$ cat src/rtl/core/ctuds_pkg.sv
// Package for the CTU dependency scoreboard: sizes, function and stage codes,
// sequencer states, inter-module structs and the per-stage neighbor table.
// No dependencies.
package ctuds_pkg;

    // Frame store geometry
    localparam int MAX_COLS  = 256;
    localparam int MAX_ROWS  = 256;
    localparam int DEPTH     = MAX_COLS * MAX_ROWS;
    localparam int AW        = $clog2(DEPTH);
    localparam int FS_BITS   = AW + 1;
    localparam int DONE_BITS = 8;

    // Field widths
    localparam int FUNC_BITS    = 3;
    localparam int STAGE_BITS   = 3;
    localparam int COL_BITS     = 8;
    localparam int ROW_BITS     = 8;
    localparam int CFG_BITS     = 9;
    localparam int CFG_IDX_BITS = 2;
    localparam int NB_IDX_BITS  = 3;

    // Effective frame dimension (1..MAX) and signed neighbor coordinate
    localparam int DIM_BITS = (MAX_COLS > MAX_ROWS) ? $clog2(MAX_COLS + 1)
                                                    : $clog2(MAX_ROWS + 1);
    localparam int CRD_BITS = COL_BITS + 2;
    localparam int MUL_W    = (DIM_BITS > CRD_BITS) ? DIM_BITS : CRD_BITS;
    localparam int PROD_W   = 2 * MUL_W;
    localparam int CMP_W    = (CFG_BITS > DIM_BITS) ? CFG_BITS : DIM_BITS;

    // Function codes
    localparam logic [FUNC_BITS-1:0] FUNC_CLEAR = 3'd0;
    localparam logic [FUNC_BITS-1:0] FUNC_MARK  = 3'd1;
    localparam logic [FUNC_BITS-1:0] FUNC_QUERY = 3'd2;
    localparam logic [FUNC_BITS-1:0] FUNC_ERROR = 3'd3;
    localparam logic [FUNC_BITS-1:0] FUNC_SCAN  = 3'd4;

    // Stage codes
    localparam logic [STAGE_BITS-1:0] STG_PARSE = 3'd0;
    localparam logic [STAGE_BITS-1:0] STG_INTER = 3'd1;
    localparam logic [STAGE_BITS-1:0] STG_RECON = 3'd2;
    localparam logic [STAGE_BITS-1:0] STG_LMCS  = 3'd3;
    localparam logic [STAGE_BITS-1:0] STG_DBK_V = 3'd4;
    localparam logic [STAGE_BITS-1:0] STG_DBK_H = 3'd5;
    localparam logic [STAGE_BITS-1:0] STG_SAO   = 3'd6;

    // Configuration register indexes
    localparam logic [CFG_IDX_BITS-1:0] CFG_WIDTH  = 2'd0;
    localparam logic [CFG_IDX_BITS-1:0] CFG_HEIGHT = 2'd1;
    localparam logic [CFG_IDX_BITS-1:0] CFG_WAVE   = 2'd2;

    // Neighbor offsets
    localparam logic signed [1:0] OFS_M1 = 2'sb11;
    localparam logic signed [1:0] OFS_0  = 2'sb00;
    localparam logic signed [1:0] OFS_P1 = 2'sb01;

    typedef enum logic [2:0] {
        S_CLR,
        S_IDLE,
        S_MARK_RD,
        S_MARK_WR,
        S_QRY,
        S_SCAN,
        S_RESP
    } state_t;

    // Neighbor coordinate handed to the address unit
    typedef struct packed {
        logic signed [CRD_BITS-1:0] x;
        logic signed [CRD_BITS-1:0] y;
    } crd_t;

    // Effective frame size
    typedef struct packed {
        logic [DIM_BITS-1:0] w;
        logic [DIM_BITS-1:0] h;
    } dims_t;

    // Address unit answer
    typedef struct packed {
        logic          neg;
        logic [AW-1:0] addr;
    } loc_t;

    // Store access request
    typedef struct packed {
        logic                 rd_en;
        logic                 wr_en;
        logic [AW-1:0]        addr;
        logic [DONE_BITS-1:0] wdata;
    } mem_req_t;

    // One neighbor test: offset and the stage bit to check
    typedef struct packed {
        logic signed [1:0]       dx;
        logic signed [1:0]       dy;
        logic [STAGE_BITS-1:0]   stg;
    } nb_t;

    function automatic nb_t mk_nb(input logic signed [1:0] dx,
                                  input logic signed [1:0] dy,
                                  input logic [STAGE_BITS-1:0] stg);
        nb_t r;
        r.dx  = dx;
        r.dy  = dy;
        r.stg = stg;
        return r;
    endfunction

    // Neighbor k of a stage's readiness rule
    function automatic nb_t nb_entry(input logic [STAGE_BITS-1:0] stg,
                                     input logic [1:0] k);
        nb_t r;
        r = mk_nb(OFS_0, OFS_0, STG_PARSE);
        case (stg)
            STG_PARSE: r = mk_nb(OFS_0, OFS_M1, STG_PARSE);
            STG_RECON:
            begin
                case (k)
                    2'd0:    r = mk_nb(OFS_0, OFS_0, STG_INTER);
                    2'd1:    r = mk_nb(OFS_P1, OFS_M1, STG_RECON);
                    default: r = mk_nb(OFS_M1, OFS_0, STG_RECON);
                endcase
            end
            STG_LMCS:
            begin
                case (k)
                    2'd0:    r = mk_nb(OFS_P1, OFS_P1, STG_RECON);
                    2'd1:    r = mk_nb(OFS_0, OFS_P1, STG_RECON);
                    default: r = mk_nb(OFS_P1, OFS_0, STG_RECON);
                endcase
            end
            STG_DBK_V:
            begin
                case (k)
                    2'd0:    r = mk_nb(OFS_0, OFS_0, STG_LMCS);
                    default: r = mk_nb(OFS_P1, OFS_0, STG_LMCS);
                endcase
            end
            STG_DBK_H:
            begin
                case (k)
                    2'd0:    r = mk_nb(OFS_M1, OFS_0, STG_DBK_H);
                    default: r = mk_nb(OFS_0, OFS_0, STG_DBK_V);
                endcase
            end
            STG_SAO:
            begin
                case (k)
                    2'd0:    r = mk_nb(OFS_P1, OFS_M1, STG_SAO);
                    2'd1:    r = mk_nb(OFS_M1, OFS_P1, STG_DBK_H);
                    2'd2:    r = mk_nb(OFS_0, OFS_P1, STG_DBK_H);
                    default: r = mk_nb(OFS_P1, OFS_P1, STG_DBK_H);
                endcase
            end
            default: r = mk_nb(OFS_0, OFS_0, STG_PARSE);
        endcase
        return r;
    endfunction

    // Number of neighbor tests for a stage
    function automatic logic [NB_IDX_BITS-1:0] nb_count(input logic [STAGE_BITS-1:0] stg,
                                                        input logic wave,
                                                        input logic tile_start);
        logic [NB_IDX_BITS-1:0] n;
        case (stg)
            STG_PARSE: n = (wave && !tile_start) ? 3'd1 : 3'd0;
            STG_RECON: n = 3'd3;
            STG_LMCS:  n = 3'd3;
            STG_DBK_V: n = 3'd2;
            STG_DBK_H: n = 3'd2;
            STG_SAO:   n = 3'd4;
            default:   n = 3'd0;
        endcase
        return n;
    endfunction

    // Saturate a size register to 1..lim
    function automatic logic [DIM_BITS-1:0] sat_dim(input logic [CFG_BITS-1:0] v,
                                                    input logic [DIM_BITS-1:0] lim);
        logic [CMP_W-1:0] ve;
        logic [CMP_W-1:0] le;
        logic [DIM_BITS-1:0] r;
        ve = CMP_W'(v);
        le = CMP_W'(lim);
        if (ve == '0)
            r = DIM_BITS'(1);
        else if (ve > le)
            r = lim;
        else
            r = DIM_BITS'(v);
        return r;
    endfunction

endpackage

$ cat src/rtl/core/ctuds_addr_unit.sv
// Shared address unit: clamps a neighbor coordinate to the frame and forms
// the linear store address row * width + col. Depends on ctuds_pkg.
module ctuds_addr_unit (
    input  ctuds_pkg::crd_t  crd,
    input  ctuds_pkg::dims_t dims,
    output ctuds_pkg::loc_t  loc
);
    import ctuds_pkg::*;

    logic [MUL_W-1:0]  xu;
    logic [MUL_W-1:0]  yu;
    logic [MUL_W-1:0]  wmax;
    logic [MUL_W-1:0]  hmax;
    logic [MUL_W-1:0]  cx;
    logic [MUL_W-1:0]  cy;
    logic [PROD_W-1:0] prod;

    // Negative coordinates count as done; caller skips the read
    assign loc.neg = crd.x[CRD_BITS-1] | crd.y[CRD_BITS-1];

    // Clamp to last column / row
    always_comb
    begin
        xu   = MUL_W'($unsigned(crd.x));
        yu   = MUL_W'($unsigned(crd.y));
        wmax = MUL_W'(dims.w) - MUL_W'(1);
        hmax = MUL_W'(dims.h) - MUL_W'(1);
        cx   = (xu > wmax) ? wmax : xu;
        cy   = (yu > hmax) ? hmax : yu;
        prod = PROD_W'(cy) * PROD_W'(dims.w);
    end

    assign loc.addr = AW'(prod + PROD_W'(cx));

endmodule

$ cat config.mk
export PLATFORM = sky130hd
export DESIGN_NAME = ctuds_addr_unit
export DESIGN_NICKNAME = d
export VERILOG_FILES = /design/src/rtl/core/ctuds_pkg.sv /design/src/rtl/core/ctuds_addr_unit.sv
export SDC_FILE = /design/constraint.sdc
export NUM_CORES = 1
export LEC_CHECK = 0
export BUFFER_PORTS_ARGS = -buffer_cell sky130_fd_sc_hd__buf_2
export CORE_ASPECT_RATIO = 1.4
export CORE_MARGIN = 2
export CORE_UTILIZATION = 35
export DETAILED_ROUTE_END_ITERATION = 8
export PLACE_DENSITY = 0.56
export SYNTH_ARGS = -nofsm -noshare
export SYNTH_HDL_FRONTEND = slang
export SYNTH_SLANG_ARGS = --single-unit
$ cat constraint.sdc
create_clock -name vclk -period 16.25
set_input_delay 3.25 -clock vclk [all_inputs]
set_output_delay 3.25 -clock vclk [all_outputs]
set_load 0.01 [all_outputs]
==> results of run 1 <==
[worst min-delay path by stage]
stage                 start      end  slack (ns)
floorplan           crd[19]  loc[16]        6.60
global placement    crd[19]  loc[16]        6.83
detailed placement  crd[19]  loc[16]        6.84
CTS                 crd[19]  loc[16]        6.84
global route        crd[19]  loc[16]        6.88
finish              crd[19]  loc[16]        6.84
[cell usage after synthesis, types with 2 or more instances]
| cell type | count |
|---|---|
| a21o_1 | 5 |
| a21oi_1 | 13 |
| and2_1 | 39 |
| and3_1 | 3 |
| and4_1 | 2 |
| clkbuf_1 | 9 |
| fa_1 | 61 |
| ha_1 | 62 |
| inv_1 | 87 |
| mux2_1 | 3 |
| mux2_2 | 3 |
| mux2i_1 | 7 |
| nand2_1 | 52 |
| nand2b_1 | 8 |
| nand3_1 | 5 |
| nand4_1 | 2 |
| nor2_1 | 19 |
| nor2b_1 | 16 |
| nor3_1 | 7 |
| nor4_1 | 3 |
| nor4_4 | 2 |
| o21a_1 | 3 |
| o21ai_0 | 3 |
| o21ai_1 | 9 |
| o21ai_2 | 6 |
| or2b_1 | 2 |
| xnor2_1 | 25 |
| xor2_1 | 7 |
[power groups by stage]
stage / Sequential [uW] / Combinational (uW) / Clock [uW]
5_1_grt: 0 / 1020 / 0
3_5_place_dp: 0 / 909 / 0
3_3_place_gp: 0 / 905 / 0
2_1_floorplan: 0 / 664 / 0
6_report: 0 / 890 / 0
4_1_cts: 0 / 916 / 0
[logic make-up (layout without fill, tap and decap cells)]
| family | count (synthesis) | count (layout) | share of synthesized area [%] |
|---|---|---|---|
| xor+xnor | 33 | 33 | 7.25 |
| simple gates | 166 | 166 | 22.0 |
| mux | 13 | 13 | 3.37 |
| fa+ha+maj | 123 | 123 | 48.8 |
| compound gates | 52 | 52 | 9.15 |
| buf+inv | 99 | 143 | 9.39 |
[worst max-delay path, delay by kind of cell]
family / cells / cell delay (ns)
AO/OA/AOI/OAI: 6 / 2.21
adder cells (fa/ha/maj): 8 / 3.47
buffers and inverters: 5 / 0.45
AND/OR/NAND/NOR: 6 / 1.17
XOR/XNOR: 3 / 0.63
[final cells by class]
| class | instances | area, sq um |
|---|---|---|
| Fill cell | 1204 | 6850 |
| Multi-Input combinational cell | 387 | 3700 |
| Inverter | 88 | 330 |
| Timing Repair Buffer | 55 | 275 |
| Tap cell | 144 | 180 |
[through the flow]
step | utilization (%) | power (uW) | instances | instance area [sq um]
after floorplan | - | 664 | 486 | 4090
after global placement | 39.6 | 905 | 674 | 4490
after detailed placement | 39.6 | 909 | 674 | 4490
after CTS | 39.6 | 916 | 674 | 4490
after global routing | 39.6 | 1020 | 674 | 4490
final | 39.6 | 890 | 674 | 4490
[per-layer routing]
metal,up-vias,wire length [um]
met4,0,248
met5,-,0
met2,50,5370
met3,12,158
li1,1644,-
met1,1628,3560
==> summary.md, run 1 <==
| Metric | Value |
|---|---|
| M3 GR Usage | `0.114%` |
| CP max FO | `25` |
| Routed len/inst | `13.8 um` |
| Most used cell, CP | `fa_1` |
| Area fraction of the dominant cell type after synthesis | `29.9%` |
| Detailed Route WL | `9.33 mm` |
| Number of max-cap violations | `0` |
| RSZ-0062 raised after global routing | `false` |
| Register area | `0 sq um` |
| Slowest Stage Delay on Critical Path | `0.78 ns` |
| DRT Pass-1 Iters | `4` |
| Detail Route Antenna Nets | `0` |
| Largest cells by area after synthesis | `fa_1 30%, ha_1 19%, inv_1 8.0%` |
| # rows | `46` |
| Syn Inst Count | `486` |
| Post-Syn Area per Cell | `8.41 sq um` |
| Combinational Power Share | `100.0%` |
| Final net count | `693` |
| Critical path class | `in2out` |
| # diodes | `0` |
| Die ar. | `12,600 sq um` |
| Clock share of power | `0%` |
| Final hold violations | `0` |
| # DRC | `0` |
| Commonest cells after routing, fill and taps aside | `87 x inv_1, 62 x ha_1, 61 x fa_1, 55 x buf_2, 52 x nand2_1` |
| Worst-margin pin slew | `1.00 ns` |
| Count of cell types in the netlist | `51` |
| Leak | `0.00230 uW` |
| Max stage delay cell, worst path | `o21ai_2` |
| # Post-CTS Setup Buffers | `0` |
| M2 GR Usage | `30.4%` |
| GR Overflow Total | `0` |
| Die height | `132 um` |
| Core box area | `11,300 sq um` |
| Register share of total power | `0%` |
| Maximum vdd drop | `127 uV` |
| YS warnings | `0` |
| Met1 usage | `17.5%` |
| Final Cycle Share | `89.0%` |
| IO Port Bufs | `55` |
| Largest net degree at the start of global routing | `26` |
| Worst rel slew slack | `33.3%` |
| GR peak layer | `met2` |
| Share of cells above drive strength 1 | `14.3%` |
| Post-Syn Area | `4090 sq um` |
| Post-CTS sizing | `0` |
| Via count | `3,334` |
| HP Class | `in2out` |
| Hold Path Depth | `3` |
| Initial Utilization | `36.1%` |
| Fmax | `69.2 MHz` |
| Hold_ws | `6.84 ns` |
| Startpoint types | `input port` |
| Via density | `4.95` |
| First DRT Iteration DRCs | `109` |
| Initial antenna violation count | `0` |
| HPWL after detailed placement | `8.22 mm` |
| Sequential share of the synthesized area | `0%` |
| I/O pin total | `55` |
| DP Worst Slack | `1.72 ns` |
| Chip width | `95.4 um` |
| Post-synth top area cell | `fa_1` |
| Clkbuf count | `0` |
| Fin. max-slew vios | `0` |
| CP endpoint | `loc[15]` |
| Synthesis-to-finish area growth | `9.82%` |
| Sw frac | `54.7%` |
| Gpl congestion | `0.840` |
| Syn nets | `647` |
| CP startpoint | `dims[0]` |
| Final setup vio count | `0` |
| Number of global-route vias before repair | `3,417` |
| First-pass GRT wire length | `15.8 mm` |
| Internal Pwr Total | `403 uW` |
| TNS Setup | `0 ns` |
| Sw power | `487 uW` |
| Outcome | `complete, no violations` |
| Commonest non-fill, non-tap cell in the layout | `inv_1` |
| Gr usage total | `15.3%` |
| Num sequential | `0` |
| Crit path DAT | `11.21 ns` |
| Setup WS post-layout | `1.79 ns` |
| CTS hold repair buffers | `0` |
| Cell Pwr Density | `198 nW/um^2` |
| Final min period | `14.46 ns` |
| Setup crit end kind | `output port` |
| Worst Path Required | `13.00 ns` |
No activity file was read; power rests on OpenSTA's default activity.
==> run 2: changes to the inputs <==
--- a/config.mk
+++ b/config.mk
@@ -11,6 +11,7 @@
 export CORE_UTILIZATION = 35
 export DETAILED_ROUTE_END_ITERATION = 8
 export PLACE_DENSITY = 0.56
+export RECOVER_POWER = 25
 export SYNTH_ARGS = -nofsm -noshare
 export SYNTH_HDL_FRONTEND = slang
 export SYNTH_SLANG_ARGS = --single-unit
==> run 2 against run 1 <==
Sequential share of layout area unchanged. Largest power group unchanged. Highest routed layer unchanged. Via count unchanged. First-iteration DRC count increased by 15%. Die area unchanged. Combinational power about the same. Critical path depth unchanged. Non-clock buffer count unchanged. Setup slack got worse by 0.16 ns. Sequential cell count unchanged. Total power about the same. Routed wire length decreased by 0.23%. Critical path type unchanged.
==> summary.md, run 2 (synthesis gave the netlist of run 1 again) <==
| Metric | Value |
|---|---|
| Detailed Route WL | `9.31 mm (-0.23%)` |
| Initial antenna violation count | `0 (unchanged)` |
| I/O pin total | `55 (unchanged)` |
| CP startpoint | `dims[0]` |
| TNS Setup | `0 ns (unchanged)` |
| Number of global-route vias before repair | `3,417 (unchanged)` |
| IO Port Bufs | `55 (unchanged)` |
| Commonest non-fill, non-tap cell in the layout | `inv_1` |
| HPWL after detailed placement | `8.22 mm (unchanged)` |
| Max stage delay cell, worst path | `o21ai_2` |
| Startpoint types | `input port` |
| Crit path DAT | `11.37 ns (+0.16 ns)` |
| Via density | `4.95 (unchanged)` |
| Final Cycle Share | `89.9% (+0.98 points)` |
| GR Overflow Total | `0 (unchanged)` |
| CTS hold repair buffers | `0 (unchanged)` |
| # diodes | `0 (unchanged)` |
| Chip width | `95.4 um (unchanged)` |
| Fmax | `68.4 MHz (-1.1%)` |
| Die height | `132 um (unchanged)` |
| First DRT Iteration DRCs | `125 (+15%)` |
| First-pass GRT wire length | `15.8 mm (unchanged)` |
| Worst rel slew slack | `35.2% (+1.9 points)` |
| Fill count | `1,206 (+0.17%)` |
| Final net count | `693 (unchanged)` |
| Share of cells above drive strength 1 | `14.0% (-0.38 points)` |
| Commonest cells after routing, fill and taps aside | `87 x inv_1, 62 x ha_1, 61 x fa_1, 54 x buf_2, 52 x nand2_1` |
| # rows | `46 (unchanged)` |
| Number of max-cap violations | `0 (unchanged)` |
| Final min period | `14.62 ns (+0.159 ns)` |
| # DRC | `0 (unchanged)` |
| Post-CTS sizing | `0 (unchanged)` |
| Finished Cell Area | `4470 sq um (-0.36%)` |
| Slowest Stage Delay on Critical Path | `0.76 ns (-0.02 ns)` |
| Synthesis-to-finish area growth | `9.42%` |
| Initial Utilization | `36.1% (unchanged)` |
| Die ar. | `12,600 sq um (unchanged)` |
| Cell Pwr Density | `199 nW/um^2 (+0.27%)` |
| CP endpoint | `loc[15]` |
| Maximum vdd drop | `127 uV (unchanged)` |
| Largest net degree at the start of global routing | `26 (unchanged)` |
| Gpl congestion | `0.840 (unchanged)` |
| DRT Pass-1 Iters | `4 (unchanged)` |
| RSZ-0062 raised after global routing | `false` |
| HP Class | `in2out` |
| Detail Route Antenna Nets | `0 (unchanged)` |
| Critical path class | `in2out` |
| Outcome | `complete, no violations` |
| CP max FO | `25 (unchanged)` |
| # Post-CTS Setup Buffers | `0 (unchanged)` |
| Area of the multi-input gates | `3690 sq um (-0.41%)` |
| Setup crit end kind | `output port` |
| Via count | `3,334 (unchanged)` |
| Worst-margin pin slew | `0.971 ns (-0.0290 ns)` |
| Final setup vio count | `0 (unchanged)` |
| Gr usage total | `15.3% (unchanged)` |
| Core box area | `11,300 sq um (unchanged)` |
| Worst Path Required | `13.00 ns (about the same)` |
| Num sequential | `0 (unchanged)` |
| Fin. max-slew vios | `0 (unchanged)` |
| Clkbuf count | `0 (unchanged)` |
| Post-Place Cell Area | `4490 sq um (unchanged)` |
| Final hold violations | `0 (unchanged)` |
| Register area | `0 sq um (unchanged)` |
| Routed len/inst | `13.8 um (-0.23%)` |
| Leak | `0.00230 uW (-0.19%)` |
[run 2: how the worst min path moves through the flow]
stage / cells past startpoint / slack (ns) / from / end
after floorplan: 1 / 6.60 / crd[19] / loc[16]
final: 3 / 6.87 / crd[19] / loc[16]
after global routing: 3 / 6.90 / crd[19] / loc[16]
after CTS: 3 / 6.84 / crd[19] / loc[16]
after global placement: 3 / 6.83 / crd[19] / loc[16]
after detailed placement: 3 / 6.84 / crd[19] / loc[16]
[run 2: area by class of cell]
cell class	count	area share [%]
timing repair buffer	55	6.12
inverter	88	7.38
tap	144	4.03
multi-input combinational	387	82.5
[run 2: critical path, delay by kind of cell]
family / cells / cell delay (ns)
AO/OA/AOI/OAI: 6 / 2.31
XOR/XNOR: 3 / 0.66
buffers and inverters: 5 / 0.45
adder cells (fa/ha/maj): 8 / 3.20
AND/OR/NAND/NOR: 6 / 1.48
[run 2: per-layer routing]
metal  track usage, %  part of all wire, %  vias up
li1                 -                    -     1644
met1             17.5                   38     1627
met2             30.4                   58       53
met3            0.114                  1.6       10
met4             3.38                  2.5        0
met5                0                    0        -
[run 2: metrics by stage]
step	utilization [%]	cells	hold WS (ns)	setup slack, ns	total power (uW)
2_1_floorplan	-	486	6.60	3.20	664
3_3_place_gp	39.6	674	6.83	1.90	905
3_5_place_dp	39.6	674	6.84	1.72	909
4_1_cts	39.6	674	6.84	1.72	916
5_1_grt	39.5	674	6.90	0.888	1020
6_report	39.5	674	6.87	1.63	889
[run 2: power breakdown]
group	switching [uW]	total, uW	leakage [uW]	internal [uW]
clock network	0	0	0	0
registers	0	0	0	0
logic	487	889	0.00230	403
total	487	889	0.00230	403
==> run 3: changes to the inputs <==
--- a/config.mk
+++ b/config.mk
@@ -5,12 +5,15 @@
 export SDC_FILE = /design/constraint.sdc
 export NUM_CORES = 1
 export LEC_CHECK = 0
-export BUFFER_PORTS_ARGS = -buffer_cell sky130_fd_sc_hd__buf_2
+export ABC_AREA = 1
+export BUFFER_PORTS_ARGS = -buffer_cell sky130_fd_sc_hd__clkbuf_2
+export CELL_PAD_IN_SITES_DETAIL_PLACEMENT = 1
+export CELL_PAD_IN_SITES_GLOBAL_PLACEMENT = 1
 export CORE_ASPECT_RATIO = 1.4
 export CORE_MARGIN = 2
 export CORE_UTILIZATION = 35
 export DETAILED_ROUTE_END_ITERATION = 8
-export PLACE_DENSITY = 0.56
+export PLACE_DENSITY = 0.71
 export RECOVER_POWER = 25
 export SYNTH_ARGS = -nofsm -noshare
 export SYNTH_HDL_FRONTEND = slang
==> run 3 against run 2 <==
Count of clock-buffer cells in the layout stayed put. Fmax is 4.9% higher. Final cell count is 7.1% higher. Routed wire length is 18% higher. Synthesized cell count increased by 8.8%. Sequential share of layout area is the same. Hold slack worse by 0.027 ns. Highest routed layer unchanged.
==> summary.md, run 3 <==
| Metric | Value |
|---|---|
| Outcome | `complete, no violations` |
| Fmax | `71.8 MHz (+4.9%)` |
| Post-CTS sizing | `0 (unchanged)` |
| I/O pin total | `55 (unchanged)` |
| # rows | `46 (unchanged)` |
| # diodes | `0 (unchanged)` |
| YS warnings | `0 (unchanged)` |
| Area fraction of the dominant cell type after synthesis | `30.6% (+0.75 points)` |
| Setup crit end kind | `output port` |
| Worst rel slew slack | `45.9% (+11 points)` |
| Finished Cell Area | `4400 sq um (-1.6%)` |
| Most used cell, CP | `inv_1` |
| Via count | `3,551 (+6.5%)` |
| RSZ-0062 raised after global routing | `false` |
| Most frequent cell after synthesis | `inv_1` |
| Top cells by instance count after synthesis | `104 x inv_1, 98 x nand2_1, 67 x nor2_1` |
| Post-Place Cell Area | `4410 sq um (-1.8%)` |
| Core box area | `11,200 sq um (-1.0%)` |
| Detail Route Antenna Nets | `0 (unchanged)` |
| Sequential share of the synthesized area | `0% (unchanged)` |
| Share of cells above drive strength 1 | `14.7% (+0.74 points)` |
| Final setup vio count | `0 (unchanged)` |
| Detailed Route WL | `10.9 mm (+18%)` |
| Die ar. | `12,300 sq um (-2.4%)` |
| Post-synth top area cell | `fa_1` |
| Post-Syn Area per Cell | `7.54 sq um (-10%)` |
| Commonest cells after routing, fill and taps aside | `105 x inv_1, 98 x nand2_1, 67 x nor2_1, 62 x ha_1, 61 x fa_1` |
| Register area | `0 sq um (unchanged)` |
| Die height | `130 um (-1.2%)` |
| # Post-CTS Setup Buffers | `0 (unchanged)` |
| TNS Setup | `0 ns (unchanged)` |
| Number of global-route vias before repair | `3,994 (+17%)` |
| Slowest Stage Delay on Critical Path | `0.69 ns (-0.07 ns)` |
| DRT Pass-1 Iters | `4 (unchanged)` |
| Syn nets | `690 (+6.6%)` |
| Largest cells by area after synthesis | `fa_1 31%, ha_1 19%, inv_1 9.8%` |
| Final Cycle Share | `85.8% (-4.2 points)` |
| Fin. max-slew vios | `0 (unchanged)` |
| Worst Path Required | `13.00 ns (about the same)` |
| CTS hold repair buffers | `0 (unchanged)` |
| Gpl congestion | `0.880 (+4.8%)` |
| Synthesis-to-finish area growth | `10.4%` |
| Crit path DAT | `10.68 ns (-0.69 ns)` |
| Largest net degree at the start of global routing | `13 (-50%)` |
| Clkbuf count | `0 (unchanged)` |
| Number of max-cap violations | `0 (unchanged)` |
| Post-Syn Area | `3990 sq um (-2.4%)` |
| # DRC | `0 (unchanged)` |
| Via density | `4.92 (-0.57%)` |
| Max stage delay cell, worst path | `o21ai_0` |
| Count of cell types in the netlist | `38 (-25%)` |
| First-pass GRT wire length | `18.9 mm (+20%)` |
| GR Overflow Total | `0 (unchanged)` |
| Syn Inst Count | `529 (+8.8%)` |
| Startpoint types | `input port` |
| Final net count | `741 (+6.9%)` |
| HPWL after detailed placement | `9.98 mm (+22%)` |
| HP Class | `in2out` |
| Worst-margin pin slew | `0.803 ns (-0.169 ns)` |
| Initial Utilization | `35.5% (-0.52 points)` |
| First DRT Iteration DRCs | `81 (-35%)` |
| Final hold violations | `0 (unchanged)` |
| IO Port Bufs | `55 (unchanged)` |
| Initial antenna violation count | `0 (unchanged)` |
| Layout Utilization | `39.2% (-0.22 points)` |
| Chip width | `94.2 um (-1.2%)` |
| Gr usage total | `19.3% (+4.0 points)` |
| Routed len/inst | `15.2 um (+9.8%)` |
| Commonest non-fill, non-tap cell in the layout | `inv_1` |
| Num sequential | `0 (unchanged)` |
| Final min period | `13.93 ns (-0.681 ns)` |
| CP max FO | `12 (-52%)` |
| Critical path class | `in2out` |
## run 3: cell types whose count changed after synthesis, sizes merged, moves of 11 or more
cell	change
nand2	+56
nand3	+13
nor2	+53
nor2b	-16
and2	-39
xor2	+11
inv	+20
xnor2	-18
## run 3: logic make-up after synthesis
| kind of cell | share of synthesized area [%] |
|---|---|
| and+or+nand+nor | 23.9 |
| adders and majority gates | 50.1 |
| buffers and inverters | 11.6 |
| AOI/OAI and AO/OA | 7.59 |
| xor gates and xnor gates | 6.87 |
## run 3: metal layers
| metal | track usage (%) | up-vias | part of all wire, % |
|---|---|---|---|
| met3 | 0.577 | 12 | 2.1 |
| met2 | 39.7 | 51 | 56 |
| met5 | 0 | - | 0 |
| met1 | 21.8 | 1755 | 40 |
| met4 | 3.15 | 0 | 2.2 |
| li1 | - | 1733 | - |
## run 3: final timing paths
check / startpoint / to / slack [ns] / depth (start not counted)
worst min-delay path: crd[19] / loc[16] / 6.84 / 3
worst max-delay path: dims[0] / loc[15] / 2.32 / 35
## run 3: per-stage QoR
stage / hold WS (ns) / worst slack [ns] / instances
after floorplan: 6.60 / 3.84 / 529
after global placement: 6.82 / 2.97 / 722
after detailed placement: 6.83 / 2.81 / 722
after CTS: 6.83 / 2.77 / 722
after global routing: 6.87 / 1.78 / 722
final: 6.84 / 2.32 / 722
## run 3: layout make-up
type	instances	area (sq um)
Inverter	113	429
Multi-Input combinational cell	410	3520
Tap cell	144	180
Timing Repair Buffer	55	273
Fill cell	1473	6820
## run 3: critical path, delay by kind of cell
family,cells,cell delay [ns]
adders and majority gates,8,3.46
and+or+nand+nor,11,1.18
AOI/OAI and AO/OA,6,1.75
buffers and inverters,10,1.03
Power of run 3 is left out: the tool's default activity adds up to more than one toggle a clock period on the data nets, which glitch-free logic cannot reach.
