$ cat config.mk
export PLATFORM = sky130hd
export DESIGN_NAME = ctuds_ctrl
export DESIGN_NICKNAME = d
export VERILOG_FILES = /design/src/rtl/core/ctuds_pkg.sv /design/src/rtl/core/ctuds_ctrl.sv
export SDC_FILE = /design/constraint.sdc
export NUM_CORES = 1
export LEC_CHECK = 0
export ABC_AREA = 1
export BUFFER_PORTS_ARGS = -buffer_cell sky130_fd_sc_hd__buf_4
export CAP_MARGIN = 25
export CORE_MARGIN = 2
export CORE_UTILIZATION = 59
export CTS_CLUSTER_DIAMETER = 120
export DETAILED_ROUTE_END_ITERATION = 12
export PLACE_DENSITY = 0.82
export SKIP_LAST_GASP = 1
export SYNTH_ARGS = -nofsm -noshare
export SYNTH_HDL_FRONTEND = slang
export SYNTH_SLANG_ARGS = --single-unit
export TNS_END_PERCENT = 5
$ cat constraint.sdc
create_clock -name clk -period 5.8 [get_ports clk]
set_clock_uncertainty 0.2 [all_clocks]
set_input_delay 0 -clock clk [delete_from_list [all_inputs] [get_ports clk]]
set_output_delay 0 -clock clk [all_outputs]
set_load 0.01 [all_outputs]
$ cat src/rtl/core/ctuds_pkg.sv
// Package for the CTU dependency scoreboard: sizes, function and stage codes,
// sequencer states, inter-module structs and the per-stage neighbor table.
// No dependencies.
package ctuds_pkg;

    // Frame store geometry
    localparam int MAX_COLS  = 256;
    localparam int MAX_ROWS  = 256;
    localparam int DEPTH     = MAX_COLS * MAX_ROWS;
    localparam int AW        = $clog2(DEPTH);
    localparam int FS_BITS   = AW + 1;
    localparam int DONE_BITS = 8;

    // Field widths
    localparam int FUNC_BITS    = 3;
    localparam int STAGE_BITS   = 3;
    localparam int COL_BITS     = 8;
    localparam int ROW_BITS     = 8;
    localparam int CFG_BITS     = 9;
    localparam int CFG_IDX_BITS = 2;
    localparam int NB_IDX_BITS  = 3;

    // Effective frame dimension (1..MAX) and signed neighbor coordinate
    localparam int DIM_BITS = (MAX_COLS > MAX_ROWS) ? $clog2(MAX_COLS + 1)
                                                    : $clog2(MAX_ROWS + 1);
    localparam int CRD_BITS = COL_BITS + 2;
    localparam int MUL_W    = (DIM_BITS > CRD_BITS) ? DIM_BITS : CRD_BITS;
    localparam int PROD_W   = 2 * MUL_W;
    localparam int CMP_W    = (CFG_BITS > DIM_BITS) ? CFG_BITS : DIM_BITS;

    // Function codes
    localparam logic [FUNC_BITS-1:0] FUNC_CLEAR = 3'd0;
    localparam logic [FUNC_BITS-1:0] FUNC_MARK  = 3'd1;
    localparam logic [FUNC_BITS-1:0] FUNC_QUERY = 3'd2;
    localparam logic [FUNC_BITS-1:0] FUNC_ERROR = 3'd3;
    localparam logic [FUNC_BITS-1:0] FUNC_SCAN  = 3'd4;

    // Stage codes
    localparam logic [STAGE_BITS-1:0] STG_PARSE = 3'd0;
    localparam logic [STAGE_BITS-1:0] STG_INTER = 3'd1;
    localparam logic [STAGE_BITS-1:0] STG_RECON = 3'd2;
    localparam logic [STAGE_BITS-1:0] STG_LMCS  = 3'd3;
    localparam logic [STAGE_BITS-1:0] STG_DBK_V = 3'd4;
    localparam logic [STAGE_BITS-1:0] STG_DBK_H = 3'd5;
    localparam logic [STAGE_BITS-1:0] STG_SAO   = 3'd6;

    // Configuration register indexes
    localparam logic [CFG_IDX_BITS-1:0] CFG_WIDTH  = 2'd0;
    localparam logic [CFG_IDX_BITS-1:0] CFG_HEIGHT = 2'd1;
    localparam logic [CFG_IDX_BITS-1:0] CFG_WAVE   = 2'd2;

    // Neighbor offsets
    localparam logic signed [1:0] OFS_M1 = 2'sb11;
    localparam logic signed [1:0] OFS_0  = 2'sb00;
    localparam logic signed [1:0] OFS_P1 = 2'sb01;

    typedef enum logic [2:0] {
        S_CLR,
        S_IDLE,
        S_MARK_RD,
        S_MARK_WR,
        S_QRY,
        S_SCAN,
        S_RESP
    } state_t;

    // Neighbor coordinate handed to the address unit
    typedef struct packed {
        logic signed [CRD_BITS-1:0] x;
        logic signed [CRD_BITS-1:0] y;
    } crd_t;

    // Effective frame size
    typedef struct packed {
        logic [DIM_BITS-1:0] w;
        logic [DIM_BITS-1:0] h;
    } dims_t;

    // Address unit answer
    typedef struct packed {
        logic          neg;
        logic [AW-1:0] addr;
    } loc_t;

    // Store access request
    typedef struct packed {
        logic                 rd_en;
        logic                 wr_en;
        logic [AW-1:0]        addr;
        logic [DONE_BITS-1:0] wdata;
    } mem_req_t;

    // One neighbor test: offset and the stage bit to check
    typedef struct packed {
        logic signed [1:0]       dx;
        logic signed [1:0]       dy;
        logic [STAGE_BITS-1:0]   stg;
    } nb_t;

    function automatic nb_t mk_nb(input logic signed [1:0] dx,
                                  input logic signed [1:0] dy,
                                  input logic [STAGE_BITS-1:0] stg);
        nb_t r;
        r.dx  = dx;
        r.dy  = dy;
        r.stg = stg;
        return r;
    endfunction

    // Neighbor k of a stage's readiness rule
    function automatic nb_t nb_entry(input logic [STAGE_BITS-1:0] stg,
                                     input logic [1:0] k);
        nb_t r;
        r = mk_nb(OFS_0, OFS_0, STG_PARSE);
        case (stg)
            STG_PARSE: r = mk_nb(OFS_0, OFS_M1, STG_PARSE);
            STG_RECON:
            begin
                case (k)
                    2'd0:    r = mk_nb(OFS_0, OFS_0, STG_INTER);
                    2'd1:    r = mk_nb(OFS_P1, OFS_M1, STG_RECON);
                    default: r = mk_nb(OFS_M1, OFS_0, STG_RECON);
                endcase
            end
            STG_LMCS:
            begin
                case (k)
                    2'd0:    r = mk_nb(OFS_P1, OFS_P1, STG_RECON);
                    2'd1:    r = mk_nb(OFS_0, OFS_P1, STG_RECON);
                    default: r = mk_nb(OFS_P1, OFS_0, STG_RECON);
                endcase
            end
            STG_DBK_V:
            begin
                case (k)
                    2'd0:    r = mk_nb(OFS_0, OFS_0, STG_LMCS);
                    default: r = mk_nb(OFS_P1, OFS_0, STG_LMCS);
                endcase
            end
            STG_DBK_H:
            begin
                case (k)
                    2'd0:    r = mk_nb(OFS_M1, OFS_0, STG_DBK_H);
                    default: r = mk_nb(OFS_0, OFS_0, STG_DBK_V);
                endcase
            end
            STG_SAO:
            begin
                case (k)
                    2'd0:    r = mk_nb(OFS_P1, OFS_M1, STG_SAO);
                    2'd1:    r = mk_nb(OFS_M1, OFS_P1, STG_DBK_H);
                    2'd2:    r = mk_nb(OFS_0, OFS_P1, STG_DBK_H);
                    default: r = mk_nb(OFS_P1, OFS_P1, STG_DBK_H);
                endcase
            end
            default: r = mk_nb(OFS_0, OFS_0, STG_PARSE);
        endcase
        return r;
    endfunction

    // Number of neighbor tests for a stage
    function automatic logic [NB_IDX_BITS-1:0] nb_count(input logic [STAGE_BITS-1:0] stg,
                                                        input logic wave,
                                                        input logic tile_start);
        logic [NB_IDX_BITS-1:0] n;
        case (stg)
            STG_PARSE: n = (wave && !tile_start) ? 3'd1 : 3'd0;
            STG_RECON: n = 3'd3;
            STG_LMCS:  n = 3'd3;
            STG_DBK_V: n = 3'd2;
            STG_DBK_H: n = 3'd2;
            STG_SAO:   n = 3'd4;
            default:   n = 3'd0;
        endcase
        return n;
    endfunction

    // Saturate a size register to 1..lim
    function automatic logic [DIM_BITS-1:0] sat_dim(input logic [CFG_BITS-1:0] v,
                                                    input logic [DIM_BITS-1:0] lim);
        logic [CMP_W-1:0] ve;
        logic [CMP_W-1:0] le;
        logic [DIM_BITS-1:0] r;
        ve = CMP_W'(v);
        le = CMP_W'(lim);
        if (ve == '0)
            r = DIM_BITS'(1);
        else if (ve > le)
            r = lim;
        else
            r = DIM_BITS'(v);
        return r;
    endfunction

endpackage

$ cat src/rtl/core/ctuds_ctrl.sv
// Sequencer of the CTU dependency scoreboard: config registers, error flag,
// clear/scan sweeps, neighbor test walk and the output register.
// Depends on ctuds_pkg; drives ctuds_addr_unit and ctuds_store.
module ctuds_ctrl (
    input  logic                                 clk,
    input  logic                                 rst_n,
    // item channel
    input  logic                                 in_valid,
    output logic                                 in_ready,
    input  logic [ctuds_pkg::FUNC_BITS-1:0]      func,
    input  logic [ctuds_pkg::STAGE_BITS-1:0]     stage,
    input  logic [ctuds_pkg::COL_BITS-1:0]       col,
    input  logic [ctuds_pkg::ROW_BITS-1:0]       row,
    input  logic                                 tile_row_start,
    // result channel
    output logic                                 out_valid,
    input  logic                                 out_ready,
    output logic                                 ready_res,
    output logic                                 parse_missing,
    output logic                                 error_seen,
    // config channel
    input  logic                                 cfg_valid,
    output logic                                 cfg_ready,
    input  logic [ctuds_pkg::CFG_IDX_BITS-1:0]   cfg_index,
    input  logic [ctuds_pkg::CFG_BITS-1:0]       cfg_data,
    // address unit
    output ctuds_pkg::crd_t                      crd,
    output ctuds_pkg::dims_t                     dims,
    input  ctuds_pkg::loc_t                      loc,
    // store
    output ctuds_pkg::mem_req_t                  mem_req,
    input  logic [ctuds_pkg::DONE_BITS-1:0]      rd_data
);
    import ctuds_pkg::*;

    state_t state_reg, state_next;

    // config
    logic [CFG_BITS-1:0] width_reg;
    logic [CFG_BITS-1:0] height_reg;
    logic                wave_reg;

    // control
    logic                    error_reg, error_next;
    logic                    emit_reg, emit_next;
    logic [FS_BITS-1:0]      cnt_reg, cnt_next;
    logic [FS_BITS-1:0]      frame_size_reg;
    logic [NB_IDX_BITS-1:0]  nb_idx_reg, nb_idx_next;
    logic                    pend_reg, pend_next;
    logic [STAGE_BITS-1:0]   pend_stg_reg, pend_stg_next;
    logic                    ok_reg, ok_next;
    logic                    res_ready_reg, res_ready_next;
    logic                    res_missing_reg, res_missing_next;
    logic                    out_valid_reg, out_valid_next;

    // captured item and output payload
    logic [STAGE_BITS-1:0]   stage_reg, stage_next;
    logic [COL_BITS-1:0]     col_reg, col_next;
    logic [ROW_BITS-1:0]     row_reg, row_next;
    logic                    tile_reg, tile_next;
    logic                    ready_res_reg, ready_res_next;
    logic                    parse_missing_reg, parse_missing_next;
    logic                    error_seen_reg, error_seen_next;

    nb_t                     nb;
    logic [NB_IDX_BITS-1:0]  nb_cnt;
    logic signed [1:0]       ofs_x;
    logic signed [1:0]       ofs_y;
    logic                    ok_chk;
    logic                    in_frame;

    assign cfg_ready = 1'b1;

    // Effective frame size
    assign dims.w = sat_dim(width_reg, DIM_BITS'(MAX_COLS));
    assign dims.h = sat_dim(height_reg, DIM_BITS'(MAX_ROWS));

    // Config registers
    always_ff @(posedge clk or negedge rst_n)
    begin
        if (!rst_n)
        begin
            width_reg  <= CFG_BITS'(1);
            height_reg <= CFG_BITS'(1);
            wave_reg   <= 1'b0;
        end
        else if (cfg_valid)
        begin
            case (cfg_index)
                CFG_WIDTH:  width_reg  <= cfg_data;
                CFG_HEIGHT: height_reg <= cfg_data;
                CFG_WAVE:   wave_reg   <= cfg_data[0];
                default:    ;
            endcase
        end
    end

    // Neighbor selection and coordinate for the address unit
    assign nb     = nb_entry(stage_reg, nb_idx_reg[1:0]);
    assign nb_cnt = nb_count(stage_reg, wave_reg, tile_reg);
    assign ofs_x  = (state_reg == S_QRY) ? nb.dx : OFS_0;
    assign ofs_y  = (state_reg == S_QRY) ? nb.dy : OFS_0;
    assign crd.x  = $signed({{(CRD_BITS-COL_BITS){1'b0}}, col_reg})
                  + $signed({{(CRD_BITS-2){ofs_x[1]}}, ofs_x});
    assign crd.y  = $signed({{(CRD_BITS-ROW_BITS){1'b0}}, row_reg})
                  + $signed({{(CRD_BITS-2){ofs_y[1]}}, ofs_y});
    assign in_frame = (32'(col_reg) < 32'(dims.w)) && (32'(row_reg) < 32'(dims.h));

    // Next state and outputs
    always_comb
    begin
        state_next         = state_reg;
        error_next         = error_reg;
        emit_next          = emit_reg;
        cnt_next           = cnt_reg;
        nb_idx_next        = nb_idx_reg;
        pend_next          = pend_reg;
        pend_stg_next      = pend_stg_reg;
        ok_next            = ok_reg;
        res_ready_next     = res_ready_reg;
        res_missing_next   = res_missing_reg;
        out_valid_next     = out_valid_reg;
        stage_next         = stage_reg;
        col_next           = col_reg;
        row_next           = row_reg;
        tile_next          = tile_reg;
        ready_res_next     = ready_res_reg;
        parse_missing_next = parse_missing_reg;
        error_seen_next    = error_seen_reg;
        mem_req            = '0;
        ok_chk             = ok_reg;
        in_ready           = (state_reg == S_IDLE);

        // result taken downstream
        if (out_valid_reg && out_ready)
        begin
            out_valid_next = 1'b0;
        end

        case (state_reg)
            S_CLR:
            begin
                mem_req.wr_en = 1'b1;
                mem_req.addr  = cnt_reg[AW-1:0];
                mem_req.wdata = '0;
                if (cnt_reg[AW-1:0] == AW'(DEPTH - 1))
                begin
                    cnt_next   = '0;
                    state_next = emit_reg ? S_RESP : S_IDLE;
                end
                else
                begin
                    cnt_next = cnt_reg + FS_BITS'(1);
                end
            end

            S_IDLE:
            begin
                if (in_valid)
                begin
                    stage_next       = stage;
                    col_next         = col;
                    row_next         = row;
                    tile_next        = tile_row_start;
                    res_ready_next   = 1'b0;
                    res_missing_next = 1'b0;
                    cnt_next         = '0;
                    nb_idx_next      = '0;
                    pend_next        = 1'b0;
                    ok_next          = 1'b1;
                    case (func)
                        FUNC_CLEAR:
                        begin
                            error_next = 1'b0;
                            emit_next  = 1'b1;
                            state_next = S_CLR;
                        end
                        FUNC_MARK:  state_next = S_MARK_RD;
                        FUNC_QUERY: state_next = S_QRY;
                        FUNC_ERROR:
                        begin
                            error_next = 1'b1;
                            state_next = S_RESP;
                        end
                        FUNC_SCAN:  state_next = S_SCAN;
                        default:    state_next = S_RESP;
                    endcase
                end
            end

            S_MARK_RD:
            begin
                if (in_frame)
                begin
                    mem_req.rd_en = 1'b1;
                    mem_req.addr  = loc.addr;
                    state_next    = S_MARK_WR;
                end
                else
                begin
                    state_next = S_RESP;
                end
            end

            S_MARK_WR:
            begin
                mem_req.wr_en = 1'b1;
                mem_req.addr  = loc.addr;
                mem_req.wdata = rd_data | (DONE_BITS'(1) << stage_reg);
                state_next    = S_RESP;
            end

            // one neighbor read issued per cycle, checked the cycle after
            S_QRY:
            begin
                if (pend_reg)
                begin
                    ok_chk = ok_reg & rd_data[pend_stg_reg];
                end
                ok_next = ok_chk;
                if (nb_idx_reg < nb_cnt)
                begin
                    nb_idx_next = nb_idx_reg + NB_IDX_BITS'(1);
                    if (!loc.neg)
                    begin
                        mem_req.rd_en = 1'b1;
                        mem_req.addr  = loc.addr;
                        pend_next     = 1'b1;
                        pend_stg_next = nb.stg;
                    end
                    else
                    begin
                        pend_next = 1'b0;
                    end
                end
                else
                begin
                    pend_next = 1'b0;
                    if (!pend_reg)
                    begin
                        res_ready_next = error_reg | ok_chk;
                        state_next     = S_RESP;
                    end
                end
            end

            // walk entries 0..W*H-1, stop at the first missing parse bit
            S_SCAN:
            begin
                if (pend_reg && !rd_data[STG_PARSE])
                begin
                    res_missing_next = 1'b1;
                    error_next       = 1'b1;
                    pend_next        = 1'b0;
                    state_next       = S_RESP;
                end
                else if (cnt_reg < frame_size_reg)
                begin
                    mem_req.rd_en = 1'b1;
                    mem_req.addr  = cnt_reg[AW-1:0];
                    cnt_next      = cnt_reg + FS_BITS'(1);
                    pend_next     = 1'b1;
                end
                else
                begin
                    pend_next = 1'b0;
                    if (!pend_reg)
                    begin
                        state_next = S_RESP;
                    end
                end
            end

            S_RESP:
            begin
                if (!out_valid_reg || out_ready)
                begin
                    out_valid_next     = 1'b1;
                    ready_res_next     = res_ready_reg;
                    parse_missing_next = res_missing_reg;
                    error_seen_next    = error_reg;
                    emit_next          = 1'b0;
                    state_next         = S_IDLE;
                end
            end

            default: state_next = S_IDLE;
        endcase
    end

    // Control registers; reset starts a clearing pass over the store
    always_ff @(posedge clk or negedge rst_n)
    begin
        if (!rst_n)
        begin
            state_reg       <= S_CLR;
            error_reg       <= 1'b0;
            emit_reg        <= 1'b0;
            cnt_reg         <= '0;
            frame_size_reg  <= FS_BITS'(1);
            nb_idx_reg      <= '0;
            pend_reg        <= 1'b0;
            pend_stg_reg    <= '0;
            ok_reg          <= 1'b1;
            res_ready_reg   <= 1'b0;
            res_missing_reg <= 1'b0;
            out_valid_reg   <= 1'b0;
        end
        else
        begin
            state_reg       <= state_next;
            error_reg       <= error_next;
            emit_reg        <= emit_next;
            cnt_reg         <= cnt_next;
            frame_size_reg  <= FS_BITS'(PROD_W'(dims.w) * PROD_W'(dims.h));
            nb_idx_reg      <= nb_idx_next;
            pend_reg        <= pend_next;
            pend_stg_reg    <= pend_stg_next;
            ok_reg          <= ok_next;
            res_ready_reg   <= res_ready_next;
            res_missing_reg <= res_missing_next;
            out_valid_reg   <= out_valid_next;
        end
    end

    // Item and result payload
    always_ff @(posedge clk)
    begin
        stage_reg         <= stage_next;
        col_reg           <= col_next;
        row_reg           <= row_next;
        tile_reg          <= tile_next;
        ready_res_reg     <= ready_res_next;
        parse_missing_reg <= parse_missing_next;
        error_seen_reg    <= error_seen_next;
    end

    assign out_valid     = out_valid_reg;
    assign ready_res     = ready_res_reg;
    assign parse_missing = parse_missing_reg;
    assign error_seen    = error_seen_reg;

`ifndef SYNTHESIS
    // Store is written only by the clearing sweep or a mark update
    a_write_src: assert property (@(posedge clk) disable iff (!rst_n)
        mem_req.wr_en |-> (state_reg == S_CLR || state_reg == S_MARK_WR))
        else $error("store written outside clear or mark");

    // Clear-frame drops the error flag
    a_clear_err: assert property (@(posedge clk) disable iff (!rst_n)
        (in_valid && in_ready && func == FUNC_CLEAR) |=> !error_reg)
        else $error("error flag survived clear-frame");

    // A scan gap always comes with the error flag
    a_gap_err: assert property (@(posedge clk) disable iff (!rst_n)
        (out_valid_reg && parse_missing_reg) |-> error_seen_reg)
        else $error("parse gap reported without error flag");

    // Scan never reads past the frame
    a_scan_bound: assert property (@(posedge clk) disable iff (!rst_n)
        (state_reg == S_SCAN) |-> (cnt_reg <= frame_size_reg))
        else $error("scan counter beyond frame size");

    // Query walk never runs past the stage's neighbor list
    a_nb_bound: assert property (@(posedge clk) disable iff (!rst_n)
        (state_reg == S_QRY) |-> (nb_idx_reg <= nb_cnt))
        else $error("neighbor index past rule length");
`endif

endmodule

==> results_dict.tcl, run 1 <==
set metrics [dict create \
    status "finished, final reports clean" \
    hp-class "input port to output pin" \
    cts_max_level 3 \
    cp.arrival_ps 5280 \
    setup_violations 0 \
    areaGrowthSynthToFinish_pct 21.7 \
    wirelength_um 22300 \
    min_path_cells 4 \
    die_w_um 126 \
    drive_gt1_frac 0.140 \
    final_cells 1524 \
    dr.pass1.iters 5 \
    place_area_um2 9930 \
    initial_core_util 0.604 \
    grt_pass1_wl_um 37000 \
    cts_root_buf "clkbuf_16" \
    synth-seq-cells 92 \
    synth.avg_cell_area_um2 7.55 \
    io_buffer_count 132 \
    min_to "mem_req[17]" \
    power_uw 2280 \
    crit_type "register to register" \
    switching_share 0.364 \
    min_from "loc[9]" \
    wl_per_cell_um 14.6 \
    fin_crit_ps 5250 \
    worst-path-max-fanout 17 \
    place_inst 1466 \
    synth_cell_types 46 \
    ir_drop_uv 146 \
    cp-end-kind "register" \
    core_um2 14500 \
    slew_viol_final 0 \
    holdWs_ps 70.2 \
    via_per_inst 5.37 \
    rrSetupSlack_ps 550 \
    cts_tree "done" \
    ys_warn_count 0 \
    mostFrequentLayoutCell "nand2_1" \
    drt_iter0_markers 644 \
    synth_area_um2 8780 \
    maxCapViolCount 0 \
    hold_violations 0 \
    p_int_uw 1450 \
    rr_startpoint "height_reg[8]" \
    synthCells 1163 \
    design_area_um2 10700 \
    grt_pass1_vias 7965 \
    cts_setup_buffers 0 \
    place.gp.congestion 0.924 \
    max_slew.worst_pin.slew_ps 898 \
    powerDensity_nw_per_um2 213 \
    p_clk_frac 0.292 \
    antenna_found_initial 0 \
    nets 1544 \
    ys_seq_area_frac 0.276 \
    tns_ps 0 \
    drtAntennaViolNets 0 \
    p_leak_uw 0.00584 \
    crit_required_ps 5840 \
    overflow 0 \
    place_hpwl_um 16600 \
    r2r_cells 21 \
    drc_errors 0 \
    numCtsBuffers 9 \
    async_flop_share 0.750 \
    rows 44 \
    mostFrequentLayoutCells "nand2_1 (311), inv_1 (203), buf_4 (133), nor2_1 (119), ha_1 (94)" \
    rsz0062_at_grt "no" \
    power_frac_seq 0.334 \
    io_pins 134 \
    cts_sinks 92 \
    clock_latency_ps 360 \
    post-route-period-util 0.905 \
    vias 8188 \
    cp-start-kind "register" \
    synthFlopType "dfrtp_1" \
    r2r-end "frame_size_reg[13]" \
    p_switching_uw 828 \
    synth_edf_count 23 \
    power_frac_comb 0.373 \
    diodes 0 \
    dieArea_um2 15900 \
    synth.net_count 1372 \
    grt_max_degree 70 \
    cts_max_path_buffers 2 \
    grt_util_all_layers 0.287 \
    fmax_mhz 191 \
    clk_pin_slew_ps 70 \
    relSlewSlack 0.402 \
    die_h_um 126 \
]
[what timing repair did]
| item | CTS | global route |
|---|---|---|
| hold buffers | 42 | 0 |
| gates resized for setup | 0 | 0 |
| endpoints found under the hold margin | 118 | 0 |
[power by group through the flow]
stage	Clock (uW)	Combinational (uW)	Sequential [uW]
6_report	665	849	761
5_1_grt	700	976	768
4_1_cts	667	850	761
3_5_place_dp	0	815	773
3_3_place_gp	0	794	771
2_1_floorplan	0	574	766
[routing by layer]
layer / GRT usage / share of wire / vias to the layer above
met5: 0 / 0 / -
met4: 0.116 / 0.036 / 0
met3: 0.0569 / 0.074 / 64
met2: 0.487 / 0.48 / 362
met1: 0.361 / 0.41 / 3782
li1: - / - / 3980
[cell type report]
type	instances	area, um2
timing repair buffer	175	1420
tap	184	230
clock inverter	7	105
inverter	214	803
multi-input combinational	843	5480
fill	1095	3850
sequential	92	2420
clock buffer	9	225
[logic make-up after synthesis]
| family | after synthesis | synth area share |
|---|---|---|
| compound gates | 138 | 0.0850 |
| xor+xnor | 39 | 0.0389 |
| fa+ha+maj | 145 | 0.250 |
| buf+inv | 228 | 0.100 |
| flops | 92 | 0.276 |
| other cells | 1 | 0.000427 |
| simple gates | 520 | 0.249 |
[worst max-delay path, cell delays in order, from the launching register on]
cell and delay, ps:
dfrtp_1 450, inv_2 270, nor2_1 90, inv_1 90, nand2_1 170, inv_1 240, nand2_1 110, fa_1 510
inv_1 50, fa_1 500, inv_1 50, fa_1 460, fa_1 540, inv_1 40, ha_1 340, nand2_1 130
o21ai_0 240, nor2_1 100, o21ai_0 270, nand3_1 140, nand4_1 90, nand2_1 50
[Yosys cell counts (12+ instances only)]
| cell | number | share of area |
|---|---|---|
| o21ai_0 | 59 | 0.034 |
| xnor2_1 | 12 | 0.012 |
| edfxtp_1 | 23 | 0.079 |
| nand3_1 | 41 | 0.023 |
| nand2_1 | 311 | 0.13 |
| dfrtp_1 | 65 | 0.19 |
| xor2_1 | 27 | 0.027 |
| ha_1 | 94 | 0.13 |
| fa_1 | 51 | 0.12 |
| nor3_1 | 15 | 0.0086 |
| a21oi_1 | 59 | 0.034 |
| nor2_1 | 120 | 0.051 |
| inv_1 | 203 | 0.087 |
[stage by stage]
step | worst slack [ps] | util
finish | 554 | 0.735
floorplan | 969 | -
CTS | 617 | 0.735
detailed placement | 708 | 0.683
global placement | 872 | 0.683
global route | 253 | 0.735
[worst max path at each step]
stage,from,endpoint,depth (start not counted)
2_1_floorplan,width_reg[8],frame_size_reg[13],20
3_3_place_gp,height_reg[8],frame_size_reg[13],21
3_5_place_dp,height_reg[8],frame_size_reg[13],21
4_1_cts,height_reg[8],frame_size_reg[13],21
5_1_grt,height_reg[8],frame_size_reg[13],21
6_report,height_reg[8],frame_size_reg[13],21
Power figures use the tool's default switching activity.
==> run 2, diff against run 1 <==
ABC_AREA = not set   (was 1)
PLACE_DENSITY = 0.83   (was 0.82)
REMOVE_ABC_BUFFERS = 1   (was not set)
==> run 2 against run 1 <==
Effect of this change: design area shrank 2.7%; highest routed layer unchanged; cell count decreased by 16%; critical path type unchanged; total power rose by 90%.
==> results_dict.tcl, run 2 <==
set metrics [dict create \
    async_flop_share 0.750 \
    setup_violations 0 \
    vias 7341 \
    relSlewSlack 0.395 \
    mostFrequentLayoutCell "buf_4" \
    core_um2 13900 \
    synthCells 936 \
    rsz0062_at_grt "no" \
    synth_area_um2 8430 \
    worst-path-max-fanout 11 \
    cts_sinks 92 \
    initial_core_util 0.605 \
    ys_seq_area_frac 0.287 \
    synthFlopType "dfrtp_1" \
    synth_fa_ha_area_frac 0.261 \
    grt_util_all_layers 0.284 \
    synth_top_area_cell "dfrtp_1" \
    synth_simple_gate_area_share 0.168 \
    place_hpwl_um 15600 \
    slew_viol_final 0 \
    yosysMostFrequentCell "inv_1" \
    crit_type "register to register" \
    min_path_cells 5 \
    cp-end-kind "register" \
    grtUsageMet1 0.369 \
    muxShareOfSynthArea 0.0294 \
    grt_max_degree 70 \
    maxCapViolCount 0 \
    diodes 0 \
    synth-xor-area-share 0.0332 \
    io_pins 134 \
    clk_pin_slew_ps 70 \
    crit_required_ps 5840 \
    max_slew.worst_pin.slew_ps 899 \
    clock_latency_ps 360 \
    mostFrequentLayoutCells "buf_4 (143), inv_1 (135), ha_1 (94), nand2_1 (90), nor2_1 (75)" \
    nets 1311 \
    cts_max_level 3 \
    numCtsBuffers 9 \
    overflow 0 \
    die_h_um 124 \
    synthTopCellsByArea "dfrtp_1 (19%), ha_1 (14%), fa_1 (12%), edfxtp_1 (8.2%), inv_1 (6.1%)" \
    cp.arrival_ps 5420 \
    drtAntennaViolNets 0 \
    post-synth-top-area-fraction 0.193 \
    area.sequential_um2 2420 \
    ys_warn_count 0 \
    power_uw 4320 \
    io_buffer_count 132 \
    wirelength_um 21000 \
    grt_use_met3 0.0535 \
    rows 43 \
    cts_tree "done" \
    drc_errors 0 \
    cts_max_path_buffers 2 \
    fin_crit_ps 5380 \
    synth-seq-cells 92 \
    hp-class "input port to register" \
    grt_pass1_vias 7148 \
    antenna_found_initial 0 \
    synth.avg_cell_area_um2 9.01 \
    dieArea_um2 15300 \
    multi_input_area_um2 5340 \
    fmax_mhz 186 \
    place.gp.congestion 0.937 \
    synth_top_family_by_area "adder cells" \
    cts_root_buf "clkbuf_16" \
    wl_per_cell_um 16.3 \
    synth_cell_types 62 \
    p_leak_uw 0.00509 \
    fill_cells 996 \
    tns_ps 0 \
    drive_gt1_frac 0.177 \
    drt_iter0_markers 649 \
    powerDensity_nw_per_um2 416 \
    die_w_um 124 \
    via_per_inst 5.70 \
    r2r_cells 19 \
    status "finished, final reports clean" \
    post-route-period-util 0.928 \
    met2_usage 0.479 \
    ys_top_cells_by_count "inv_1 (136), ha_1 (94), nand2_1 (90)" \
    synth_edf_count 23 \
    areaGrowthSynthToFinish_pct 23.2 \
    ir_drop_uv 234 \
    cp-start-kind "register" \
    hold_violations 0 \
    grt-busiest-layer "met2" \
    grt_pass1_wl_um 33900 \
    dr.pass1.iters 6 \
    synth_compound_area_frac 0.141 \
]
## run 2: what timing repair did
item                       CTS  global route
resized for setup            0             1
hold endpoints to repair   116             0
setup buffers                0             2
hold buffers                44             0
setup endpoints to repair    0             3
## run 2: stage by stage
step	util	area, um2	hold WS, ps	cells	worst slack, ps
after floorplan	-	8290	-496	903	289
after global placement	0.687	9570	-40.7	1224	530
after detailed placement	0.687	9570	-35.1	1224	313
after CTS	0.742	10300	5.25	1284	293
after global routing	0.745	10400	47.6	1287	91.4
final	0.745	10400	9.26	1287	418
## run 2: metal layers
| layer | part of all wire | up-vias |
|---|---|---|
| met5 | 0 | - |
| met1 | 0.42 | 3506 |
| met3 | 0.065 | 45 |
| li1 | - | 3504 |
| met4 | 0.024 | 0 |
| met2 | 0.49 | 286 |
## run 2: critical path, stage by stage, from the launching register on
cell and delay, ps:
dfrtp_1 380, or4_1 540, o22ai_1 140, buf_4 210, nand2_1 80, fa_1 480, inv_1 50, fa_1 490
inv_1 50, fa_1 460, fa_1 540, inv_1 40, ha_1 340, nand2_1 80, o21ai_0 140, o41ai_1 450
o21ai_0 190, o21ai_0 170, a21oi_1 100, xor2_1 140
## run 2: cell type report
type / count / area share
tap: 180 / 0.0217
multi-input combinational: 671 / 0.514
sequential: 92 / 0.233
clock inverter: 7 / 0.0101
clock buffer: 9 / 0.0217
inverter: 140 / 0.0510
timing repair buffer: 188 / 0.148
## run 2: kinds of logic after synthesis
group,Yosys count
flops,92
other cells,1
mux,20
compound gates,185
simple gates,288
buf+inv,173
fa+ha+maj,145
xor+xnor,32
## run 2: power by group
| part | total [uW] | internal [uW] | switching, uW |
|---|---|---|---|
| logic | 2520 | 1120 | 1390 |
| registers | 1130 | 882 | 250 |
| clock network | 670 | 385 | 285 |
| total | 4320 | 2390 | 1930 |
## run 2: final timing paths
path | startpoint | endpoint | slack (ps)
setup / recovery | height_reg[4] | frame_size_reg[15] | 420
hold reg to reg | res_ready_reg | ready_res | 260
setup reg to reg | height_reg[4] | frame_size_reg[15] | 420
min in group asynchronous | rst_n | cnt_reg[8] | 100
max in group asynchronous | rst_n | height_reg[2] | 4710
hold / removal | func[1] | state_reg[1] | 9
==> run 3, diff against run 2 <==
==> constraint.sdc (replaced) <==
create_clock -name clk -period 6.1 [get_ports clk]
set_clock_uncertainty 0.2 [all_clocks]
set_input_delay 0.915 -clock clk [delete_from_list [all_inputs] [get_ports clk]]
set_output_delay 0.915 -clock clk [all_outputs]
set_load 0.01 [all_outputs]
==> run 3 against run 2 <==
Effect of this change: die area did not move; critical path depth did not move; sequential cell count did not move; clock power fell by 15%.
==> results_dict.tcl, run 3 (synthesis results as in run 2) <==
set metrics [dict create \
    rows 43 \
    cts_max_path_buffers 2 \
    antenna_found_initial 0 \
    met2_usage 0.461 \
    rsz0062_at_grt "no" \
    dr.pass1.iters 5 \
    hp-class "register to register" \
    initial_core_util 0.605 \
    core_um2 13900 \
    via_per_inst 5.71 \
    place_hpwl_um 15700 \
    status "finished, final reports clean" \
    max_slew.worst_pin.slew_ps 981 \
    io_buffer_count 132 \
    drt_iter0_markers 672 \
    die_w_um 124 \
    clock_latency_ps 370 \
    crit_type "register to register" \
    post-route-util 0.706 \
    powerDensity_nw_per_um2 401 \
    grt_pass1_wl_um 32500 \
    place.gp.congestion 0.951 \
    wirelength_um 20100 \
    die_h_um 124 \
    ctsHoldBuffers 0 \
    grt_max_degree 70 \
    vias 7061 \
    fill_cells 1090 \
    mostFrequentLayoutCell "buf_4" \
    mostFrequentLayoutCells "buf_4 (138), inv_1 (136), ha_1 (94), nand2_1 (90), nor2_1 (75)" \
    cp-end-kind "register" \
    numCtsBuffers 9 \
    hold_violations 0 \
    diodes 0 \
    grt_pass1_vias 6805 \
    clk_pin_slew_ps 70 \
    post-route-period-util 0.922 \
    wl_per_cell_um 16.3 \
    setup_violations 0 \
    grt_use_met3 0.0507 \
    slew_viol_final 0 \
    crit_required_ps 6150 \
    worst-path-max-fanout 15 \
    cts_resized 0 \
    grt-busiest-layer "met2" \
    maxCapViolCount 0 \
    drive_gt1_frac 0.179 \
    cts_root_buf "clkbuf_16" \
    tns_ps 0 \
    grt_util_all_layers 0.276 \
    ir_drop_uv 244 \
    cts_sinks 92 \
    cts_tree "done" \
    nets 1261 \
    fmax_mhz 178 \
    p_leak_uw 0.00485 \
    cp.arrival_ps 5670 \
    cp-start-kind "register" \
    areaGrowthSynthToFinish_pct 16.8 \
    io_pins 134 \
    dieArea_um2 15300 \
    overflow 0 \
    grtUsageMet1 0.366 \
    cts_max_level 3 \
    fin_crit_ps 5620 \
    drtAntennaViolNets 0 \
    cts_setup_buffers 0 \
    drc_errors 0 \
    relSlewSlack 0.346 \
]
run 3: per-layer routing:
layer	vias to the layer above	wire, um
met5	-	0
met4	0	357
met3	31	1400
met2	277	9910
met1	3348	8470
li1	3405	-
run 3: cell type report:
cell class | instances | area [um2] | share of cell area
Clock buffer | 9 | 225 | 0.0229
Clock inverter | 7 | 70.1 | 0.00712
Inverter | 140 | 526 | 0.0534
Multi-Input combinational cell | 671 | 5340 | 0.542
Sequential cell | 92 | 2420 | 0.246
Tap cell | 180 | 225 | 0.0229
Timing Repair Buffer | 138 | 1040 | 0.105
run 3: report_power, final:
group          internal [uW]  leakage (uW)  switching [uW]
clock                    287      0.000141             281
combinational           1020       0.00365            1290
sequential               839       0.00106             239
total                   2150       0.00485            1800
run 3: final timing paths:
| check | start | end | slack (ps) | cells past startpoint |
|---|---|---|---|---|
| min in group asynchronous | rst_n | cnt_reg[11] | 450 | 1 |
| min | res_missing_reg | parse_missing | 270 | 0 |
| max reg2reg | width_reg[8] | frame_size_reg[15] | 480 | 19 |
| max | width_reg[8] | frame_size_reg[15] | 480 | 19 |
| min reg2reg | res_missing_reg | parse_missing | 270 | 0 |
| max in group asynchronous | rst_n | height_reg[4] | 4650 | 1 |
run 3: through the flow:
step | hold WS [ps] | instances | total power (uW) | setup WS, ps | cell area, um2
detailed placement | 245 | 1221 | 3370 | 611 | 9550
global placement | 239 | 1221 | 3300 | 751 | 9550
global route | 287 | 1237 | 4330 | 78.9 | 9840
floorplan | 225 | 903 | 2610 | 589 | 8290
finish | 271 | 1237 | 3950 | 476 | 9840
CTS | 267 | 1237 | 3960 | 555 | 9840
run 3: worst max-delay path, cell delays in order, from the launching register on:
cell	delay [ps]
dfrtp_1	490
inv_1	390
nand2_1	290
inv_1	240
nand2_1	110
fa_1	560
inv_1	60
fa_1	520
inv_1	50
fa_1	460
fa_1	550
inv_1	40
ha_1	340
nand2_1	90
o21ai_0	140
o41ai_1	400
o21ai_0	190
o21ai_0	170
a21oi_1	90
xor2_1	140
